### config.mk
export PLATFORM = sky130hd
export DESIGN_NAME = slc_queue
export DESIGN_NICKNAME = d
export VERILOG_FILES = /design/src/rtl/slc_pkg.sv /design/src/rtl/slc_queue.sv
export SDC_FILE = /design/constraint.sdc
export NUM_CORES = 1
export LEC_CHECK = 0
export ABC_AREA = 1
export BUFFER_PORTS_ARGS = -buffer_cell sky130_fd_sc_hd__buf_2
export CORE_ASPECT_RATIO = 0.7
export CORE_MARGIN = 4
export CORE_UTILIZATION = 30
export DETAILED_ROUTE_END_ITERATION = 10
export PLACE_DENSITY = 0.61
export REMOVE_ABC_BUFFERS = 1
export SLEW_MARGIN = 40
export SYNTH_ARGS = -nofsm -noshare
export SYNTH_HDL_FRONTEND = slang
export SYNTH_SLANG_ARGS = --single-unit
### constraint.sdc
create_clock -name clk -period 6.7 [get_ports clk]
set_input_delay 0.67 -clock clk [delete_from_list [all_inputs] [get_ports clk]]
set_output_delay 0.67 -clock clk [all_outputs]
set_load 0.05 [all_outputs]
### src/rtl/slc_pkg.sv
// Shared types, constants and pixel helpers for the sprite line compositor.
// No dependencies; every other file imports this package.
package slc_pkg;

    // Default sizes, used as the defaults of the top level parameters
    localparam int DEF_SPRITE_COUNT  = 64;
    localparam int DEF_PATTERN_COUNT = 512;
    localparam int DEF_MAX_PER_LINE  = 8;

    localparam int LINE_WIDTH  = 256;
    localparam int QUEUE_DEPTH = 2;

    // Sprite list terminator and y wrap point
    localparam logic [7:0]        END_MARK = 8'd208;
    localparam logic signed [9:0] Y_WRAP   = 10'sd240;

    // Pixel bits
    localparam logic [6:0] PIX_MARK = 7'h40;
    localparam logic [6:0] PIX_PRIO = 7'h20;
    localparam logic [6:0] SPR_FILL = 7'h50;

    // Input mode codes
    localparam logic [2:0] MODE_SPRITE  = 3'd0;
    localparam logic [2:0] MODE_PATTERN = 3'd1;
    localparam logic [2:0] MODE_PIXEL   = 3'd2;
    localparam logic [2:0] MODE_RENDER  = 3'd3;
    localparam logic [2:0] MODE_READ    = 3'd4;

    // Configuration register indexes
    localparam logic [2:0] CFG_TALL = 3'd0;
    localparam logic [2:0] CFG_ZOOM = 3'd1;
    localparam logic [2:0] CFG_SHIFT = 3'd2;
    localparam logic [2:0] CFG_HIGH = 3'd3;
    localparam logic [2:0] CFG_EXT  = 3'd4;

    typedef enum logic [2:0] {
        OP_SPRITE,
        OP_PATTERN,
        OP_PIXEL,
        OP_RENDER,
        OP_READ,
        OP_NONE
    } op_t;

    typedef struct packed {
        op_t         op;
        logic [5:0]  spr_idx;
        logic [7:0]  spr_y;
        logic [7:0]  spr_x;
        logic [7:0]  spr_name;
        logic [11:0] pat_addr;
        logic [31:0] pat_word;
        logic [7:0]  pix_x;
        logic [6:0]  pix_val;
        logic [7:0]  line;
    } cmd_t;

    typedef struct packed {
        logic tall;
        logic zoom;
        logic shift;
        logic high;
        logic ext;
    } cfg_t;

    // Four bitplane bytes to eight packed nibbles, leftmost pixel in the low nibble
    function automatic logic [31:0] pack_planes(input logic [31:0] planes);
        logic [31:0] word;
        word = '0;
        for (int x = 0; x < 8; x++) begin
            for (int k = 0; k < 4; k++) begin
                word[4*x + k] = planes[8*k + 7 - x];
            end
        end
        return word;
    endfunction

    // Opaque sprite colour over a line buffer pixel
    function automatic logic [6:0] merge_pixel(input logic [6:0] b, input logic [3:0] s);
        logic [6:0] r;
        if ((b & PIX_MARK) != '0) begin
            r = b;
        end
        else if (((b & PIX_PRIO) != '0) && (b[3:0] != 4'd0)) begin
            r = b | PIX_MARK;
        end
        else begin
            r = {3'b000, s} | SPR_FILL;
        end
        return r;
    endfunction

endpackage

### src/rtl/slc_queue.sv
// Short command queue between front end and render engine.
// Depends on slc_pkg.
module slc_queue import slc_pkg::*; (
    input  logic clk,
    input  logic rst_n,
    input  logic push,
    input  cmd_t push_cmd,
    input  logic pop,
    output logic full,
    output logic valid,
    output cmd_t head
);

    localparam int PW = $clog2(QUEUE_DEPTH);
    localparam int CW = $clog2(QUEUE_DEPTH + 1);

    cmd_t          entry_reg [QUEUE_DEPTH];
    logic [PW-1:0] wr_ptr_reg, wr_ptr_next;
    logic [PW-1:0] rd_ptr_reg, rd_ptr_next;
    logic [CW-1:0] count_reg, count_next;

    assign full  = (count_reg == CW'(QUEUE_DEPTH));
    assign valid = (count_reg != '0);
    assign head  = entry_reg[rd_ptr_reg];

    // Pointer and fill update
    always_comb
    begin
        wr_ptr_next = wr_ptr_reg;
        rd_ptr_next = rd_ptr_reg;
        count_next  = count_reg;
        if (push) begin
            wr_ptr_next = (wr_ptr_reg == PW'(QUEUE_DEPTH - 1)) ? '0 : wr_ptr_reg + 1'b1;
        end
        if (pop) begin
            rd_ptr_next = (rd_ptr_reg == PW'(QUEUE_DEPTH - 1)) ? '0 : rd_ptr_reg + 1'b1;
        end
        if (push && !pop) begin
            count_next = count_reg + 1'b1;
        end
        else if (pop && !push) begin
            count_next = count_reg - 1'b1;
        end
    end

    always_ff @(posedge clk or negedge rst_n)
    begin
        if (!rst_n) begin
            wr_ptr_reg <= '0;
            rd_ptr_reg <= '0;
            count_reg  <= '0;
        end
        else begin
            wr_ptr_reg <= wr_ptr_next;
            rd_ptr_reg <= rd_ptr_next;
            count_reg  <= count_next;
        end
    end

    // Payload storage
    always_ff @(posedge clk)
    begin
        if (push) begin
            entry_reg[wr_ptr_reg] <= push_cmd;
        end
    end

endmodule

Yosys cells after proc, flatten, opt, wreduce, memory -nomap -nowiden --
Memories as Yosys holds them, arrays and structs flattened. Cells that the tools add are included.
Storage, ports and cells: register bits after elaboration 4, memory bits (writable) 200, input bits 104, output and inout port bits 102, logic and storage cells 21, memories 1
Memory list:
- entry_reg | words 2, width 100, read ports 1, clocked after memory_dff 0, write ports 1, line slc_queue.sv:17 | cmd_t entry_reg [QUEUE_DEPTH];
Operators by class: $add $sub $neg 4, eq/ne operators 1, mux-type cells 6, reductions and logical operators 6
Operators by type and width (number):
- 1-bit two-way mux | 4
- 2-bit two-way mux | 2
- 2-bit nonzero test | 2
- 1-bit adder (second input constant) | 2
- 2-bit by 1-bit adder with 2-bit output (second input constant) | 1
- 2-bit equality test (second input constant) | 1
- 1-bit logical AND | 2
- 1-bit logical NOT | 2
- 2-bit by 1-bit subtractor with 2-bit output (second input constant) | 1

Longest topological paths before layout --
Gate-level depths: netlist of run 1.
depth after elaboration 4, mapped depth 7, depth with buffers taken out 7

Worst setup path before layout of run 1 --
OpenSTA, ideal clock, no wires.
kind input to register, from input push, to memory entry_reg[0][0] in the netlist's numbering, enable pin, library setup time 562 ps, arrival 4896 ps, required time 6138 ps, slack 1242 ps, cell stages on the path 2, path buffers 0, path through inv_1 -> nor2_1
Between the ends: word-level cells in the longest chain between the ends 2
RTL lines:
- start: declaration | line slc_queue.sv:6 | input logic push,
- 1-bit two-way mux | line slc_queue.sv:63 | if (push) begin
- 1-bit two-way mux (not written as such) | line slc_queue.sv:64 | entry_reg[wr_ptr_reg] <= push_cmd;
- end: declaration | line slc_queue.sv:17
Every way passes these cells.

==> results of run 1 <==
==> area by class of cell <==
cell class                      instances  area, um2  area share, %
Clock buffer                           26        544           5.52
Multi-Input combinational cell        114       1550           15.7
Timing Repair Buffer                  211       1080           11.0
Antenna cell                            1       2.50         0.0254
Sequential cell                       204       6110           62.0
Clock inverter                          9        125           1.27
Inverter                                7       28.8          0.292
Tap cell                              331        414           4.20
==> cell usage after synthesis <==
master | count | area share [%]
mux2_4 | 90 | 17
xnor2_1 | 1 | 0.11
buf_6 | 1 | 0.14
dfrtp_1 | 4 | 1.3
nand3_1 | 1 | 0.064
edfxtp_1 | 200 | 76
xor2_1 | 2 | 0.22
buf_2 | 1 | 0.064
nor2_1 | 2 | 0.095
buf_12 | 9 | 2.3
inv_1 | 7 | 0.33
ha_1 | 1 | 0.16
nand2_1 | 6 | 0.29
nand4_1 | 1 | 0.080
mux2_2 | 10 | 1.4
==> metal layers <==
layer | vias up | track usage, % | wire, um
li1 | 1765 | - | -
met1 | 1881 | 12.4 | 6520
met2 | 148 | 16.7 | 7070
met3 | 31 | 3.68 | 1210
met4 | 2 | 3.16 | 504
met5 | - | 0 | 13
==> metrics by stage <==
step / power (W) / cells / instance area [um2] / utilization [%]
after CTS: 0.00508 / 902 / 9850 / 38.2
after global placement: 0.00387 / 866 / 9170 / 35.6
final: 0.00499 / 903 / 9860 / 38.3
after floorplan: 0.00358 / 325 / 7680 / -
after detailed placement: 0.00391 / 866 / 9170 / 35.6
after global routing: 0.00521 / 903 / 9860 / 38.3
==> cell usage in the layout (no fill, tap or decap) <==
cell	synthesis	layout
ha_1	1	1
inv_4	0	1
buf_6	1	2
nand2_1	6	6
diode_2	0	1
buf_2	1	205
dfrtp_4	0	1
mux2_2	10	10
edfxtp_1	200	200
mux2_4	90	90
dlygate4sd3_1	0	1
nand3_1	1	1
xor2_1	2	2
clkinv_4	0	1
xnor2_1	1	1
clkinv_1	0	1
nand4_1	1	1
clkbuf_16	0	21
clkbuf_1	0	5
nor2_4	0	1
nor2_1	2	1
bufinv_16	0	3
dfrtp_1	4	3
buf_4	0	3
clkinv_2	0	3
inv_1	7	6
clkinvlp_4	0	1
==> power by group through the flow <==
stage / Clock [W] / Sequential [W] / Combinational (W)
6_report: 0.00114 / 0.00179 / 0.00205
3_5_place_dp: 0 / 0.00183 / 0.00208
4_1_cts: 0.00119 / 0.00180 / 0.00209
2_1_floorplan: 0 / 0.00192 / 0.00167
5_1_grt: 0.00125 / 0.00182 / 0.00215
3_3_place_gp: 0 / 0.00181 / 0.00206
==> cells by family (layout without fill, tap and decap cells) <==
logic type,Yosys count,count (layout),synth area share (%)
xor+xnor,3,3,0.334
flops,204,204,77.6
other cells,0,1,0
buf+inv,18,253,2.83
mux,100,100,18.6
fa+ha+maj,1,1,0.159
simple gates,10,10,0.524
==> how the worst min path moves through the flow <==
stage,end,slack [ns],cells after the start
CTS,entry_reg[0][67]$_DFFE_PP_,0.34,1
floorplan,count_reg[0]$_DFFE_PN0P_,0.37,0
detailed placement,count_reg[1]$_DFFE_PN0P_,0.49,2
global route,entry_reg[1][17]$_DFFE_PP_,0.35,1
finish,entry_reg[1][18]$_DFFE_PP_,0.38,1
global placement,count_reg[1]$_DFFE_PN0P_,0.45,2
==> critical path, cell delays in order (launching register included) <==
cell and delay, ns:
dfrtp_4 0.69, buf_4 0.65, mux2_2 0.42, buf_2 0.21
==> results.tsv, run 1 <==
stage	metric	value	unit
power_and_ir_drop	clkPwrFrac	22.9	%
clock_tree	root_buffer	clkbuf_16	
clock_tree	clk-insertion-delay-late	0.48	ns
routing	drc	0	
global_route	grt_pass1_vias	4296	
outcome	status	finished clean	
sta	clock.fmax	314	MHz
routing	wl_per_cell	17.0	um
sta	final.period_utilization	47.5	%
setup_path	required	6.03	ns
final_layout	fin_nets	664	
synthesis	seq_area_frac_synth	77.6	%
setup_path	r2r_cells	3	
global_route	grt_pass1_wl	23.1	mm
setup_path	startpoint	rd_ptr_reg$_DFFE_PN0P_	
power_and_ir_drop	p_switching	0.00196	W
routing	num_vias	3827	
power_and_ir_drop	seqPwrFrac	36.0	%
setup_path	start_kind	flop	
floorplanning	die_h	144	um
sta	period_needed	3.18	ns
floorplanning	die_w	202	um
sta	setup_slack	3.52	ns
power_and_ir_drop	ir_drop	0.000244	V
global_route	overflow	0	
global_route	grt_util_all_layers	10.0	%
placed_design	gp_congestion	0.734	
floorplanning	core_area	0.0257	mm2
setup_path	timing.rr.start	wr_ptr_reg$_DFFE_PN0P_	
setup_path	rrSetupSlack	4.78	ns
min_path	worstHoldStart	push_cmd[18]	
final_layout	drive_gt1_share	59.9	%
power_and_ir_drop	p_int	0.00303	W
final_layout	fillers	2361	
setup_path	timing_worst_setup_path_type	flop to output pin	
clock_tree	post_cts_buffers	0	
placed_design	dpl.hpwl	10.3	mm
sta	fin_hold_ws	0.376	ns
synthesis	ys_ff_latch	204	
placed_design	port-buffer-count	205	
sta	finalSetupViolCount	0	
routing	first_pass_iters	4	
clock_tree	clkSinkCount	204	
synthesis	synth_warnings	0	
synthesis	yosys.cell_types.count	15	
clock_tree	cts_max_level	1	
sta	final_hold_viol_count	0	
sta	slew_violations	0	
clock_tree	clk_pin_slew	0.06	ns
setup_path	critPathCaptureType	output pin	
synthesis	synth_area	0.00787	mm2
placed_design	place_ws	3.97	ns
sta	relSlewSlack	50.7	%
setup_path	critPathArrivalTime	2.51	ns
floorplanning	io-pin-count	206	
clock_tree	numCtsBuffers	21	
routing	ant_nets	0	
setup_path	worstSetupEndpoint	head[78]	
power_and_ir_drop	swShare	39.3	%
floorplanning	start_util	30.6	%
synthesis	synthCells	336	
min_path	worstHoldPathType	primary input to flop	
sta	tns	0	ns
routing	routed_wl	15.3	mm
floorplanning	dieArea	0.0289	mm2
routing	drt_iter0_markers	145	
power_and_ir_drop	power.density	506	mW/mm2
sta	rsz0062_at_grt	no	
final_layout	syn_to_final_growth	25.2	%
global_route	antenna_found_initial	2	
power_and_ir_drop	p_leak	3.94	nW
clock_tree	cts_resized	0	
routing	vias_per_cell	4.24	
global_route	grt_max_degree	61	
setup_path	reg2reg_to	entry_reg[1][83]$_DFFE_PP_	
floorplanning	num_rows	49	
sta	finalClockSkew	0.00533	ns
power_and_ir_drop	combPwrFrac	41.1	%
clock_tree	cts_hold_buf	1	
setup_path	cp_max_fo	40	
clock_tree	clk_path_buf_depth	3	
synthesis	syn_area_per_cell	23.4	um2
sta	tightest_slew	0.739	ns
final_layout	largest_reg_flops	200	
job	max-cap-violations	0	
clock_tree	cts_tree	built	
(Power assumes the default switching activity.)
==> run 2, diff against run 1 <==
--- a/config.mk
+++ b/config.mk
@@ -5,13 +5,13 @@
 export SDC_FILE = /design/constraint.sdc
 export NUM_CORES = 1
 export LEC_CHECK = 0
-export ABC_AREA = 1
+export ABC_AREA = 0
 export BUFFER_PORTS_ARGS = -buffer_cell sky130_fd_sc_hd__buf_2
 export CORE_ASPECT_RATIO = 0.7
 export CORE_MARGIN = 4
 export CORE_UTILIZATION = 30
 export DETAILED_ROUTE_END_ITERATION = 10
-export PLACE_DENSITY = 0.61
+export PLACE_DENSITY = 0.63
 export REMOVE_ABC_BUFFERS = 1
 export SLEW_MARGIN = 40
 export SYNTH_ARGS = -nofsm -noshare
==> constraint.sdc (replaced) <==
create_clock -name clk -period 2.6 [get_ports clk]
set_input_delay 0.26 -clock clk [delete_from_list [all_inputs] [get_ports clk]]
set_output_delay 0.26 -clock clk [all_outputs]
set_load 0.05 [all_outputs]
==> run 2 against run 1 <==
Net effect: clock power up 130%; non-clock buffer count up 102; combinational power rose to 2.7 times the previous value; global-route usage up 0.66 points; utilization up 3.9 points; synthesized cell count down 2.7%; clock-buffer cell count down 1; clock skew up 0.012 ns; via count up 8.0%; critical endpoint is now head[93]; largest cell class unchanged; largest power group unchanged.
==> results.tsv, run 2 <==
stage	metric	value	unit	change
final_layout	stdcell_count	998		+11%
global_route	grt_pass1_vias	4594		+6.9%
power_and_ir_drop	combPwrFrac	43.1	%	+2.0 points
placed_design	port-buffer-count	205		unchanged
clock_tree	root_buffer	clkbuf_16		
routing	ant_nets	0		unchanged
setup_path	required	2.34	ns	-3.69 ns
placed_design	place_ws	0.750	ns	-3.22 ns
setup_path	critPathArrivalTime	2.08	ns	-0.43 ns
sta	relSlewSlack	60.7	%	+9.9 points
clock_tree	clk_path_buf_depth	3		unchanged
synthesis	synth_commonest_cells	200 x edfxtp_1, 90 x mux2_4, 10 x mux2_2		
final_layout	largest_reg_flops	200		unchanged
sta	finalSetupViolCount	0		unchanged
sta	finalClockSkew	0.0168	ns	+0.0115 ns
final_layout	layout_commonest_cell	buf_2		
final_layout	n_antenna_cell	0		-1
synthesis	synth.most_common_cell	edfxtp_1		
synthesis	yosysTopAreaCell	edfxtp_1		
synthesis	ys_top_cells_by_area	edfxtp_1 76%, mux2_4 17%, buf_12 2.3%		
power_and_ir_drop	p_int	0.00768	W	+150%
floorplanning	io-pin-count	206		unchanged
setup_path	cp_max_fo	37		-7.5%
final_layout	fin_nets	757		+14%
placed_design	dpl.hpwl	10.2	mm	-0.87%
floorplanning	start_util	30.5	%	-0.068 points
setup_path	timing_worst_setup_path_type	flop to output pin		
job	max-cap-violations	0		unchanged
final_layout	fillers	2284		-3.3%
sta	slew_violations	0		unchanged
clock_tree	clk_pin_slew	0.06	ns	about the same
routing	drt_iter0_markers	121		-17%
global_route	grt_max_degree	101		+66%
placed_design	dp.cells	857		-1.0%
sta	clock.fmax	427	MHz	
sta	tightest_slew	0.590	ns	-0.149 ns
sta	rsz0062_at_grt	no		
power_and_ir_drop	swShare	39.9	%	+0.61 points
synthesis	synth_flop_cell	edfxtp_1		
power_and_ir_drop	power.density	1180	mW/mm2	+130%
power_and_ir_drop	clkPwrFrac	20.8	%	-2.1 points
synthesis	syn_area_per_cell	24.0	um2	+2.5%
routing	routed_wl	16.1	mm	+4.9%
min_path	worstHoldPathType	primary input to async pin		
outcome	status	finished clean		
floorplanning	die_h	143	um	-0.11%
floorplanning	core_area	0.0257	mm2	unchanged
floorplanning	dieArea	0.0289	mm2	-0.21%
power_and_ir_drop	finalPower	0.0128	W	+160%
clock_tree	cts_resized	0		unchanged
routing	wl_per_cell	16.1	um	-5.0%
routing	dr.max_layer_used	met4		
synthesis	synth_area	0.00786	mm2	-0.22%
power_and_ir_drop	seqPwrFrac	36.1	%	about the same
routing	met2WireLength	7.97	mm	+13%
clock_tree	cts_max_level	1		unchanged
sta	final_hold_viol_count	0		unchanged
floorplanning	die_w	201	um	-0.11%
synthesis	netlist.area_leader.share	76.5	%	+0.17 points
global_route	grt_pass1_wl	24.8	mm	+7.3%
synthesis	yosys.cell_types.count	15		unchanged
clock_tree	cts_tree	built		
clock_tree	clk-insertion-delay-late	0.49	ns	about the same
routing	drc	0		unchanged
power_and_ir_drop	ir_drop	0.000665	V	+170%
routing	num_vias	4134		+8.0%
global_route	overflow	0		unchanged
floorplanning	num_rows	49		unchanged
final_layout	drive_gt1_share	51.3	%	-8.6 points
synthesis	synthArstFlopShare	1.96	%	unchanged
setup_path	critPathCaptureType	output pin		
synthesis	synth_warnings	0		unchanged
routing	wl_met3	1.04	mm	-15%
synthesis	synthCells	327		-2.7%
sta	final.period_utilization	90.1	%	
placed_design	gp_congestion	0.740		+0.80%
global_route	grt_util_all_layers	10.7	%	+0.66 points
power_and_ir_drop	p_leak	4.33	nW	+9.8%
power_and_ir_drop	p_switching	0.00510	W	+160%
global_route	antenna_found_initial	0		-2
clock_tree	numCtsBuffers	21		unchanged
setup_path	start_kind	flop		
sta	period_needed	2.34	ns	
synthesis	seq_area_frac_synth	77.7	%	+0.17 points
final_layout	layout_common_cells	205 x buf_2, 200 x edfxtp_1, 103 x dlygate4sd3_1		
routing	met1Wirelength	6.69	mm	+2.6%
synthesis	synth_edf_count	200		unchanged
synthesis	ys_ff_latch	204		unchanged
routing	vias_per_cell	4.14		-2.3%
sta	setup_slack	0.258	ns	-3.26 ns
clock_tree	clkSinkCount	204		unchanged
final_layout	syn_to_final_growth	38.1	%	
routing	first_pass_iters	4		unchanged
## run 2: cell types whose count changed after synthesis
cell | previous run | this run
and2_1 | 0 | 1
inv_1 | 7 | 1
nand2_1 | 6 | 0
nand3_1 | 1 | 0
nand4_1 | 1 | 0
nor2_1 | 2 | 1
nor2b_1 | 0 | 2
or2_2 | 0 | 1
xor2_1 | 2 | 4
## run 2: what timing repair did
item / in CTS / in global routing
hold buffers: 103 / 0
hold endpoints to repair: 206 / 0
setup buffers: 0 / 0
## run 2: power groups by stage
stage,clock [W],sequential [W],combinational (W)
2_1_floorplan,0,0.00488,0.00373
3_3_place_gp,0,0.00466,0.00540
3_5_place_dp,0,0.00470,0.00546
4_1_cts,0.00277,0.00464,0.00559
5_1_grt,0.00292,0.00468,0.00577
6_report,0.00266,0.00462,0.00550
## run 2: path summary, 6_finish.rpt
check	from	end	slack (ns)	cells after the start
setup reg to reg	wr_ptr_reg$_DFFE_PN0P_	entry_reg[0][0]$_DFFE_PP_	1.13	2
setup / recovery	rd_ptr_reg$_DFFE_PN0P_	head[93]	0.26	3
hold reg to reg	count_reg[1]$_DFFE_PN0P_	count_reg[1]$_DFFE_PN0P_	0.50	1
min in group clk	push_cmd[78]	entry_reg[0][78]$_DFFE_PP_	0.49	2
hold / removal	rst_n	count_reg[0]$_DFFE_PN0P_	0.10	2
max in group asynchronous	rst_n	rd_ptr_reg$_DFFE_PN0P_	2.36	2
## run 2: stage by stage
step	instance area, um2	hold WS, ns	setup TNS, ns	util, %
CTS	10900	0.0807	0	42.1
finish	10900	0.102	0	42.1
detailed placement	9210	0.0735	0	35.8
global route	10900	0.104	0	42.1
floorplan	7660	-0.0356	-514.30	-
global placement	9210	0.0731	0	35.8
## run 2: critical path, cell delays in order (launching register included)
cell     delay [ns]
dfrtp_4        0.67
buf_12         0.30
mux2_4         0.34
buf_2          0.21
## run 2: cells by family (layout without fill, tap and decap cells)
group	after synthesis	count (layout)	share of synthesized area [%]
buffers and inverters	12	352	2.55
AND/OR/NAND/NOR	5	5	0.366
flip-flops	204	204	77.7
adder cells (fa/ha/maj)	1	1	0.159
multiplexers	100	100	18.6
XOR/XNOR	5	5	0.557
## run 2: final cells by class
class	count	area, um2	share of cell area [%]
Timing Repair Buffer	313	2160	19.9
Multi-Input combinational cell	111	1560	14.4
Clock inverter	13	66.3	0.611
Sequential cell	204	6110	56.3
Clock buffer	25	541	4.98
Tap cell	331	414	3.82
Inverter	1	3.75	0.0346
## run 2: metal layers
metal,GRT usage [%],vias to the layer above
met3,3.23,24
met1,12.8,2033
li1,-,1946
met4,2.55,0
met5,0,-
met2,19.2,131
